`src/sv/bpm_pkg.sv`:
```
`timescale 1ns / 1ps
// ----------------------------------------------------------------------------
// bpm_pkg
// Shared types and constants of the bivariate polynomial multiplier mod p.
// ----------------------------------------------------------------------------
package bpm_pkg;

    // coefficient and position widths
    localparam int COEF_W   = 30;
    localparam int POS_W    = 2;
    localparam int PPOS_W   = 3;
    localparam int BIT_W    = $clog2(COEF_W);

    // modulus after reset
    localparam logic [COEF_W-1:0] MOD_RESET = 30'd65521;

    // one request to the modular add/double unit: result = (2*acc or acc) + addend mod p
    typedef struct packed {
        logic              dbl;
        logic [COEF_W-1:0] acc;
        logic [COEF_W-1:0] addend;
    } step_req_t;

endpackage

```
`src/sv/bivariate_poly_mul_mod_p.sv`:
```
`timescale 1ns / 1ps
// ----------------------------------------------------------------------------
// bivariate_poly_mul_mod_p
// Schoolbook multiplier of two bivariate polynomials with coefficients mod p.
// ----------------------------------------------------------------------------
// Each load item writes one coefficient of a and of b at (y_row, x_col); both
// are reduced mod p on entry, out-of-range positions are dropped. The item
// with final_load set starts the product c = a*b, emitted row by row up to the
// highest nonzero row, all 2*X_TERMS-1 columns per row; an all-zero product
// gives one item with zero_product set. The factors are cleared afterwards.
// All arithmetic runs through one bit-serial modular double-and-add unit, one
// bit per cycle. A load item reduces a, then b, bit by bit, and stores each
// reduced factor. A product scans, per output coefficient, all Y_TERMS*X_TERMS
// term pairs; each pair whose factors are both nonzero is multiplied
// bit-serially and added to the accumulator, then the coefficient is written.
// Each result item is read from the product memory, then loaded into the output
// register. load_stall is high after acceptance until the block is idle again.
// ----------------------------------------------------------------------------
module bivariate_poly_mul_mod_p #(
    parameter int Y_TERMS = 4,
    parameter int X_TERMS = 4
) (
    input  logic                        clk,
    input  logic                        rst_n,
    // configuration write
    input  logic                        cfg_valid,
    output logic                        cfg_ready,
    input  logic [bpm_pkg::COEF_W-1:0]  modulus,
    // load items
    input  logic                        load_valid,
    output logic                        load_stall,
    input  logic [bpm_pkg::POS_W-1:0]   y_row,
    input  logic [bpm_pkg::POS_W-1:0]   x_col,
    input  logic [bpm_pkg::COEF_W-1:0]  a_coef,
    input  logic [bpm_pkg::COEF_W-1:0]  b_coef,
    input  logic                        final_load,
    // product items
    output logic                        prod_valid,
    input  logic                        prod_stall,
    output logic [bpm_pkg::PPOS_W-1:0]  prod_row,
    output logic [bpm_pkg::PPOS_W-1:0]  prod_col,
    output logic [bpm_pkg::COEF_W-1:0]  prod_coef,
    output logic                        zero_product,
    output logic                        run_end
);
    import bpm_pkg::*;

    // geometry
    localparam int N   = Y_TERMS * X_TERMS;
    localparam int AW  = (N > 1) ? $clog2(N) : 1;
    localparam int PY  = 2 * Y_TERMS - 1;
    localparam int PX  = 2 * X_TERMS - 1;
    localparam int PN  = PY * PX;
    localparam int PAW = (PN > 1) ? $clog2(PN) : 1;

    localparam logic [PPOS_W-1:0] YT   = PPOS_W'(Y_TERMS);
    localparam logic [PPOS_W-1:0] XT   = PPOS_W'(X_TERMS);
    localparam logic [PPOS_W-1:0] PY_L = PPOS_W'(PY - 1);
    localparam logic [PPOS_W-1:0] PX_L = PPOS_W'(PX - 1);
    localparam logic [POS_W-1:0]  YM1  = POS_W'(Y_TERMS - 1);
    localparam logic [POS_W-1:0]  XM1  = POS_W'(X_TERMS - 1);
    localparam logic [BIT_W-1:0]  BIT_TOP = BIT_W'(COEF_W - 1);

    // sequencer states
    localparam logic [3:0] S_IDLE  = 4'd0;
    localparam logic [3:0] S_REDA  = 4'd1;
    localparam logic [3:0] S_REDB  = 4'd2;
    localparam logic [3:0] S_MSEL  = 4'd3;
    localparam logic [3:0] S_MUL   = 4'd4;
    localparam logic [3:0] S_ACC   = 4'd5;
    localparam logic [3:0] S_CWR   = 4'd6;
    localparam logic [3:0] S_ERD   = 4'd7;
    localparam logic [3:0] S_EOUT  = 4'd8;
    localparam logic [3:0] S_EZERO = 4'd9;

    // control registers
    logic [3:0]        state_reg, state_next;
    logic [COEF_W-1:0] modulus_reg;
    logic [N-1:0]      valid_reg, valid_next;
    logic [BIT_W-1:0]  bit_reg, bit_next;
    logic [POS_W-1:0]  i_reg, i_next, k_reg, k_next;
    logic [PPOS_W-1:0] y_reg, y_next, x_reg, x_next;
    logic [PAW-1:0]    paddr_reg, paddr_next;
    logic [PPOS_W-1:0] top_reg, top_next;
    logic              nz_reg, nz_next;
    logic              prod_valid_reg;

    // datapath registers
    logic [POS_W-1:0]  ld_row_reg, ld_col_reg;
    logic [COEF_W-1:0] ld_a_reg, ld_b_reg;
    logic              ld_final_reg;
    logic [COEF_W-1:0] r_reg, r_next;
    logic [COEF_W-1:0] acc_reg, acc_next;
    logic [COEF_W-1:0] opa_reg, opb_reg;
    logic [COEF_W-1:0] a_store [N];
    logic [COEF_W-1:0] b_store [N];
    logic [COEF_W-1:0] prod_mem [PN];
    logic [COEF_W-1:0] rdata_reg;
    logic [PPOS_W-1:0] prod_row_reg, prod_col_reg;
    logic [COEF_W-1:0] prod_coef_reg;
    logic              zero_product_reg, run_end_reg;

    // strobes
    logic load_acc, out_free;
    logic a_wr, b_wr, op_ld, mem_wr, out_ld, out_zero, out_last;

    // shared unit
    step_req_t         step_req;
    logic [COEF_W-1:0] step_res;

    // addressing
    logic              ld_in_range;
    logic [AW-1:0]     ld_idx, a_idx, b_idx;
    logic [PPOS_W:0]   j_s, l_s;
    logic              pair_ok, pair_last;
    logic [COEF_W-1:0] a_val, b_val;
    logic              acc_nz, emit_last;

    assign cfg_ready  = 1'b1;
    assign load_stall = (state_reg != S_IDLE);
    assign load_acc   = load_valid && !load_stall;
    assign out_free   = !prod_valid_reg || !prod_stall;

    // load position
    assign ld_in_range = ({1'b0, ld_row_reg} < YT) && ({1'b0, ld_col_reg} < XT);
    assign ld_idx      = AW'(int'(ld_row_reg) * X_TERMS + int'(ld_col_reg));

    // term pair (i,k) x (j,l) for output cell (y,x)
    assign j_s = {1'b0, y_reg} - {2'b00, i_reg};
    assign l_s = {1'b0, x_reg} - {2'b00, k_reg};
    assign pair_ok = !j_s[PPOS_W] && (j_s[PPOS_W-1:0] < YT)
                  && !l_s[PPOS_W] && (l_s[PPOS_W-1:0] < XT);
    assign pair_last = (i_reg == YM1) && (k_reg == XM1);
    assign a_idx = AW'(int'(i_reg) * X_TERMS + int'(k_reg));
    assign b_idx = AW'(int'(j_s[POS_W-1:0]) * X_TERMS + int'(l_s[POS_W-1:0]));
    assign a_val = valid_reg[a_idx] ? a_store[a_idx] : '0;
    assign b_val = valid_reg[b_idx] ? b_store[b_idx] : '0;

    assign acc_nz    = (acc_reg != '0);
    assign emit_last = (y_reg == top_reg) && (x_reg == PX_L);

    // operand select for the shared unit
    always_comb
    begin
        step_req.dbl    = 1'b1;
        step_req.acc    = r_reg;
        step_req.addend = '0;
        unique case (state_reg)
            S_REDA:  step_req.addend = {{(COEF_W-1){1'b0}}, ld_a_reg[bit_reg]};
            S_REDB:  step_req.addend = {{(COEF_W-1){1'b0}}, ld_b_reg[bit_reg]};
            S_MUL:   step_req.addend = opb_reg[bit_reg] ? opa_reg : '0;
            S_ACC:
            begin
                step_req.dbl    = 1'b0;
                step_req.acc    = acc_reg;
                step_req.addend = r_reg;
            end
            default: step_req.addend = '0;
        endcase
    end

    bpm_modstep u_step (
        .req     (step_req),
        .modulus (modulus_reg),
        .result  (step_res)
    );

    // sequencer
    always_comb
    begin
        state_next = state_reg;
        valid_next = valid_reg;
        bit_next   = bit_reg;
        i_next     = i_reg;
        k_next     = k_reg;
        y_next     = y_reg;
        x_next     = x_reg;
        paddr_next = paddr_reg;
        top_next   = top_reg;
        nz_next    = nz_reg;
        r_next     = r_reg;
        acc_next   = acc_reg;
        a_wr       = 1'b0;
        b_wr       = 1'b0;
        op_ld      = 1'b0;
        mem_wr     = 1'b0;
        out_ld     = 1'b0;
        out_zero   = 1'b0;
        out_last   = 1'b0;
        unique case (state_reg)
            S_IDLE:
            begin
                if (load_acc)
                begin
                    state_next = S_REDA;
                    bit_next   = BIT_TOP;
                    r_next     = '0;
                end
            end
            // reduce a, one bit per cycle, MSB first
            S_REDA:
            begin
                r_next = step_res;
                if (bit_reg == '0)
                begin
                    a_wr       = 1'b1;
                    r_next     = '0;
                    bit_next   = BIT_TOP;
                    state_next = S_REDB;
                end
                else
                begin
                    bit_next = bit_reg - 1'b1;
                end
            end
            // reduce b, then store the pair
            S_REDB:
            begin
                r_next = step_res;
                if (bit_reg == '0)
                begin
                    b_wr = 1'b1;
                    if (ld_in_range)
                    begin
                        valid_next[ld_idx] = 1'b1;
                    end
                    if (ld_final_reg)
                    begin
                        state_next = S_MSEL;
                        y_next     = '0;
                        x_next     = '0;
                        i_next     = '0;
                        k_next     = '0;
                        acc_next   = '0;
                        paddr_next = '0;
                        nz_next    = 1'b0;
                        top_next   = '0;
                    end
                    else
                    begin
                        state_next = S_IDLE;
                    end
                end
                else
                begin
                    bit_next = bit_reg - 1'b1;
                end
            end
            // pick next term pair; skip missing or zero terms
            S_MSEL:
            begin
                if (pair_ok && (a_val != '0) && (b_val != '0))
                begin
                    op_ld      = 1'b1;
                    r_next     = '0;
                    bit_next   = BIT_TOP;
                    state_next = S_MUL;
                end
                else if (pair_last)
                begin
                    state_next = S_CWR;
                end
                else if (k_reg == XM1)
                begin
                    k_next = '0;
                    i_next = i_reg + 1'b1;
                end
                else
                begin
                    k_next = k_reg + 1'b1;
                end
            end
            // interleaved modular multiply, one bit of b per cycle
            S_MUL:
            begin
                r_next = step_res;
                if (bit_reg == '0)
                begin
                    state_next = S_ACC;
                end
                else
                begin
                    bit_next = bit_reg - 1'b1;
                end
            end
            // accumulate and advance to the next pair
            S_ACC:
            begin
                acc_next = step_res;
                if (pair_last)
                begin
                    state_next = S_CWR;
                end
                else
                begin
                    state_next = S_MSEL;
                    if (k_reg == XM1)
                    begin
                        k_next = '0;
                        i_next = i_reg + 1'b1;
                    end
                    else
                    begin
                        k_next = k_reg + 1'b1;
                    end
                end
            end
            // write finished coefficient, track highest nonzero row
            S_CWR:
            begin
                mem_wr     = 1'b1;
                acc_next   = '0;
                i_next     = '0;
                k_next     = '0;
                paddr_next = paddr_reg + 1'b1;
                state_next = S_MSEL;
                if (acc_nz)
                begin
                    nz_next  = 1'b1;
                    top_next = y_reg;
                end
                if (x_reg == PX_L)
                begin
                    x_next = '0;
                    if (y_reg == PY_L)
                    begin
                        y_next     = '0;
                        paddr_next = '0;
                        valid_next = '0;
                        state_next = (nz_reg || acc_nz) ? S_ERD : S_EZERO;
                    end
                    else
                    begin
                        y_next = y_reg + 1'b1;
                    end
                end
                else
                begin
                    x_next = x_reg + 1'b1;
                end
            end
            // memory read latency
            S_ERD:
            begin
                state_next = S_EOUT;
            end
            S_EOUT:
            begin
                if (out_free)
                begin
                    out_ld     = 1'b1;
                    out_last   = emit_last;
                    paddr_next = paddr_reg + 1'b1;
                    state_next = emit_last ? S_IDLE : S_ERD;
                    if (x_reg == PX_L)
                    begin
                        x_next = '0;
                        y_next = y_reg + 1'b1;
                    end
                    else
                    begin
                        x_next = x_reg + 1'b1;
                    end
                end
            end
            S_EZERO:
            begin
                if (out_free)
                begin
                    out_ld     = 1'b1;
                    out_zero   = 1'b1;
                    out_last   = 1'b1;
                    state_next = S_IDLE;
                end
            end
            default:
            begin
                state_next = S_IDLE;
            end
        endcase
    end

    // control state
    always_ff @(posedge clk or negedge rst_n)
    begin
        if (!rst_n)
        begin
            state_reg      <= S_IDLE;
            modulus_reg    <= MOD_RESET;
            valid_reg      <= '0;
            bit_reg        <= '0;
            i_reg          <= '0;
            k_reg          <= '0;
            y_reg          <= '0;
            x_reg          <= '0;
            paddr_reg      <= '0;
            top_reg        <= '0;
            nz_reg         <= 1'b0;
            prod_valid_reg <= 1'b0;
            r_reg          <= '0;
        end
        else
        begin
            state_reg <= state_next;
            valid_reg <= valid_next;
            bit_reg   <= bit_next;
            i_reg     <= i_next;
            k_reg     <= k_next;
            y_reg     <= y_next;
            x_reg     <= x_next;
            paddr_reg <= paddr_next;
            top_reg   <= top_next;
            nz_reg    <= nz_next;
            r_reg     <= r_next;
            if (cfg_valid && cfg_ready)
            begin
                modulus_reg <= modulus;
            end
            if (out_ld)
            begin
                prod_valid_reg <= 1'b1;
            end
            else if (!prod_stall)
            begin
                prod_valid_reg <= 1'b0;
            end
        end
    end

    // load capture, factor stores, operands, accumulator
    always_ff @(posedge clk)
    begin
        acc_reg <= acc_next;
        if (load_acc)
        begin
            ld_row_reg   <= y_row;
            ld_col_reg   <= x_col;
            ld_a_reg     <= a_coef;
            ld_b_reg     <= b_coef;
            ld_final_reg <= final_load;
        end
        if (a_wr && ld_in_range)
        begin
            a_store[ld_idx] <= step_res;
        end
        if (b_wr && ld_in_range)
        begin
            b_store[ld_idx] <= step_res;
        end
        if (op_ld)
        begin
            opa_reg <= a_val;
            opb_reg <= b_val;
        end
    end

    // product memory, registered read
    always_ff @(posedge clk)
    begin
        if (mem_wr)
        begin
            prod_mem[paddr_reg] <= acc_reg;
        end
        rdata_reg <= prod_mem[paddr_reg];
    end

    // output register
    always_ff @(posedge clk)
    begin
        if (out_ld)
        begin
            prod_row_reg     <= out_zero ? '0 : y_reg;
            prod_col_reg     <= out_zero ? '0 : x_reg;
            prod_coef_reg    <= out_zero ? '0 : rdata_reg;
            zero_product_reg <= out_zero;
            run_end_reg      <= out_last;
        end
    end

    assign prod_valid   = prod_valid_reg;
    assign prod_row     = prod_row_reg;
    assign prod_col     = prod_col_reg;
    assign prod_coef    = prod_coef_reg;
    assign zero_product = zero_product_reg;
    assign run_end      = run_end_reg;

    // an accepted load keeps the block busy on the next cycle
    a_load_busy: assert property (@(posedge clk) disable iff (!rst_n)
        (load_valid && !load_stall) |=> load_stall)
        else $error("block not busy after accepting a load item");

    // a zero product is a single all-zero item that ends the run
    a_zero_item: assert property (@(posedge clk) disable iff (!rst_n)
        (prod_valid && zero_product) |-> (run_end && (prod_coef == '0)
                                         && (prod_row == '0) && (prod_col == '0)))
        else $error("malformed zero-product item");

    // multiplier result is reduced before accumulation
    a_mul_reduced: assert property (@(posedge clk) disable iff (!rst_n)
        ((state_reg == S_ACC) && (modulus_reg >= COEF_W'(2))) |-> (r_reg < modulus_reg))
        else $error("multiply result not below modulus");

endmodule

```
`src/sv/bpm_modstep.sv`:
```
`timescale 1ns / 1ps
// ----------------------------------------------------------------------------
// bpm_modstep
// Modular double-and-add step: (dbl ? 2*acc : acc) + addend, reduced mod p.
// Inputs satisfy acc < p and addend < p, so two conditional subtracts suffice.
// ----------------------------------------------------------------------------
module bpm_modstep (
    input  bpm_pkg::step_req_t          req,
    input  logic [bpm_pkg::COEF_W-1:0]  modulus,
    output logic [bpm_pkg::COEF_W-1:0]  result
);
    import bpm_pkg::*;

    logic [COEF_W+1:0] sum;
    logic [COEF_W+1:0] p_ext;
    logic [COEF_W+1:0] s1;
    logic [COEF_W+1:0] s2;

    // raw sum, below 3p
    assign sum   = (req.dbl ? {1'b0, req.acc, 1'b0} : {2'b00, req.acc}) + {2'b00, req.addend};
    assign p_ext = {2'b00, modulus};

    // bring back below p
    assign s1 = (sum >= p_ext) ? (sum - p_ext) : sum;
    assign s2 = (s1 >= p_ext) ? (s1 - p_ext) : s1;

    // modulus 0 or 1 maps everything to zero
    assign result = (modulus < COEF_W'(2)) ? '0 : s2[COEF_W-1:0];

endmodule
```
`config.mk`:
```
export PLATFORM = sky130hd
export DESIGN_NAME = bivariate_poly_mul_mod_p
export DESIGN_NICKNAME = d
export VERILOG_FILES = /design/src/sv/bpm_pkg.sv /design/src/sv/bivariate_poly_mul_mod_p.sv /design/src/sv/bpm_modstep.sv
export SDC_FILE = /design/constraint.sdc
export NUM_CORES = 2
export LEC_CHECK = 0
export BUFFER_PORTS_ARGS = -buffer_cell sky130_fd_sc_hd__buf_4
export CORE_MARGIN = 3
export CORE_UTILIZATION = 41
export CTS_CLUSTER_DIAMETER = 100
export CTS_CLUSTER_SIZE = 12
export DETAILED_ROUTE_END_ITERATION = 8
export GPL_ROUTABILITY_DRIVEN = 1
export PLACE_DENSITY = 0.64
export SLEW_MARGIN = 10
export SYNTH_ARGS = -nofsm -noshare
export SYNTH_HDL_FRONTEND = slang
export SYNTH_SLANG_ARGS = --single-unit
```
`constraint.sdc`:
```
create_clock -name clk -period 24.5 [get_ports clk]
set_input_delay 1.225 -clock clk [delete_from_list [all_inputs] [get_ports clk]]
set_output_delay 1.225 -clock clk [all_outputs]
set_load 0.03 [all_outputs]
```
==> flow_summary.ini <==
[status]
status = complete, no violations

[power]
powerDensity_nw_per_um2 = 139
ir_drop_v = 0.000149
p_leak_uw = 0.0396

[cts]
cts_htree_levels = 5
cts.path.max_buffers = 4
clk_pin_slew_ns = 0.06
cts_setup_buffers = 0
cts.root.buffer_cell = clkbuf_16
cts.sinks = 2759
cts.repair.resized = 0
cts_hold_buf = 0
numCtsBuffers = 281
cts_tree = yes
clk_latency_ns = 0.93

[global_routing]
antenna_found_initial = 18
grt_pass1_vias = 61100
grt_max_degree = 123
overflow = 0
grt_pass1_wl_um = 461000
grtUsageTotal_pct = 23.4

[final_layout]
drive_gt1_share_pct = 16.7
reg_top3 = prod_mem: 1470 flops, a_store: 480 flops, b_store: 480 flops
nets = 6744
largest_reg_flops = 1470
syn2layout_area_growth_pct = 12.7
stdcell_count = 10200
top_register = prod_mem

[yosys]
ys_seq_area_share_pct = 75.2
ys_types = 86
synth_seq_cells = 2759
synth-edff-count = 2623
yosysWarnings = 0
yosys.area_share.simple_pct = 4.33
syn-num-nets = 6505
synth_common_cells = 2623 x edfxtp_1, 506 x a22oi_1, 311 x nor2_1, 253 x mux4_2, 244 x clkbuf_1
synth_top_family_by_area = compound AO/OA/AOI/OAI gates
yosysMostFrequentCell = edfxtp_1
synth-xor-area-share_pct = 0.602
synthAdderAreaFrac_pct = 1.24
yosys.area.top_type = edfxtp_1
synth_compound_area_share_pct = 10.0
async_flop_share_pct = 3.84
synth_area_um2 = 109000
synth_mux_area_share_pct = 6.87
ys.flop_type = edfxtp_1
synth_area_leaders = edfxtp_1 72%, mux4_2 5.2%, a22oi_1 3.5%
netlist_instances = 6300
syn_area_per_cell_um2 = 17.3
netlist.area_leader.share_pct = 72.2

[critical_path]
arrival_ns = 14.22
crit_buf_inv = 5
crit_path_end_kind = flip-flop
slowest_stage = dfrtp_1
r2r-end = b_store[8][7]
startpoint_type = flip-flop
cpPeakStageDelay_ns = 1.05
crit_top_cell = a21oi_1
critical_path_required_ns = 25.01
r2r-start = bit_reg[1]
rrSetupSlack_ns = 10.79
path_max_fanout = 49
critPathKind = flip-flop to flip-flop
worst_r2r_path_depth = 45
crit_family = simple AND/OR/NAND/NOR gates

[hold_path]
hold_class = primary input to asynchronous set/reset pin

[sta]
setup_viol_count_final = 0
tns_ns = 0
fin_skew_ns = 0.0800
fmax_ghz = 0.0730
setup_slack_ns = 10.79
post-route-period-util_pct = 56.0
hold_viol = 0
maxSlewViolCount = 0
grt_setup_unrepaired = no
relSlewSlack_pct = 18.8
final.min_clock_period_ns = 13.71
tightest_slew_ns = 1.22

[place]
dp_slack_ns = 11.08
gp_routability_congestion = 0.932
place_hpwl_um = 193000
port_buffers = 139
place_inst = 9771

[detailed_routing]
drc = 0
drtIter0Drc = 8897
viasPerCell = 6.24
postRouteAntennaNets = 0
drt-wirelength-per-cell_um = 32.1
drt_wl_total_um = 326000
dr.pass1.iters = 8
vias = 63300

[job]
cap_viol_max_count = 0

[floorplan]
io_pins = 141
die_area_um2 = 272000
die_height_um = 522
core_area_um2 = 263000
fp.dieW_um = 522
rows = 188
start_util_pct = 41.4
==> layer usage <==
metal  track usage, %  vias up  share of wire, %
met1             32.3    32700                39
met4             7.82        2               3.5
met3             4.41      586               9.7
met2             37.6     3751                48
li1                 -    26200                 -
met5                0        -            0.0040
==> cell type report <==
type                    instances  area (um2)
fillers                     22000      141000
clock buffers                 361        7530
clock inverters                 8         101
diodes                         11        27.5
multi-input cells            3096       26000
repair buffers                324        2490
well taps                    3515        4400
flip-flops and latches       2759       82100
inverters                      77         289
==> worst reg2reg max path, delay by kind of cell, from the launching register on <==
family                     cells  cell delay (ns)
and+or+nand+nor               12             4.10
adders and majority gates      5             1.63
DFF                            1             1.05
buffers and inverters          5             1.11
muxes                          4             1.50
AOI/OAI and AO/OA             19             3.90
==> how the worst max path moves through the flow <==
stage                           from        endpoint  slack, ns  cells after the start
after floorplan           bit_reg[0]  a_store[0][19]      13.51                     46
after global placement    bit_reg[1]   b_store[5][7]      11.18                     45
after detailed placement  bit_reg[1]   b_store[2][7]      11.08                     45
after CTS                 bit_reg[1]   b_store[8][7]      10.98                     45
after global routing      bit_reg[1]   b_store[2][7]      10.03                     45
final                     bit_reg[1]   b_store[8][7]      10.79                     45
==> power breakdown <==
group          switching, uW  total [uW]  leakage (uW)  internal [uW]
Clock                   1660        3800       0.00371           2140
Combinational           4230        5660        0.0106           1440
Sequential               116        7670        0.0253           7550
Total                   6000       17100        0.0396          11100
==> layout by cell type (no fill, tap or decap), drive strengths merged, types with 128 or more instances in the layout <==
master	netlist	layout
mux4	253	253
o21ai	200	200
nand2	210	210
edfxtp	2623	2623
a221oi	137	137
mux2i	128	128
a22oi	506	506
a22o	169	169
buf	124	324
clkbuf	244	361
nor2	312	312
a21oi	159	159
==> stage by stage <==
step / util [%] / total power, uW / hold slack (ns) / cell area, um2
after floorplan: - / 11200 / 0.438 / 109000
after detailed placement: 43.7 / 13300 / 0.472 / 115000
after CTS: 46.6 / 17100 / 0.395 / 123000
after global routing: 46.6 / 17800 / 0.426 / 123000
final: 46.7 / 17100 / 0.407 / 123000
after global placement: 43.7 / 13100 / 0.461 / 115000
==> kinds of logic after synthesis <==
kind of cell / Yosys count
AO/OA/AOI/OAI: 1516
XOR/XNOR: 75
adder cells (fa/ha/maj): 105
buffers and inverters: 445
flip-flops: 2759
multiplexers: 427
other: 1
AND/OR/NAND/NOR: 972
Power figures use the tool's default switching activity.
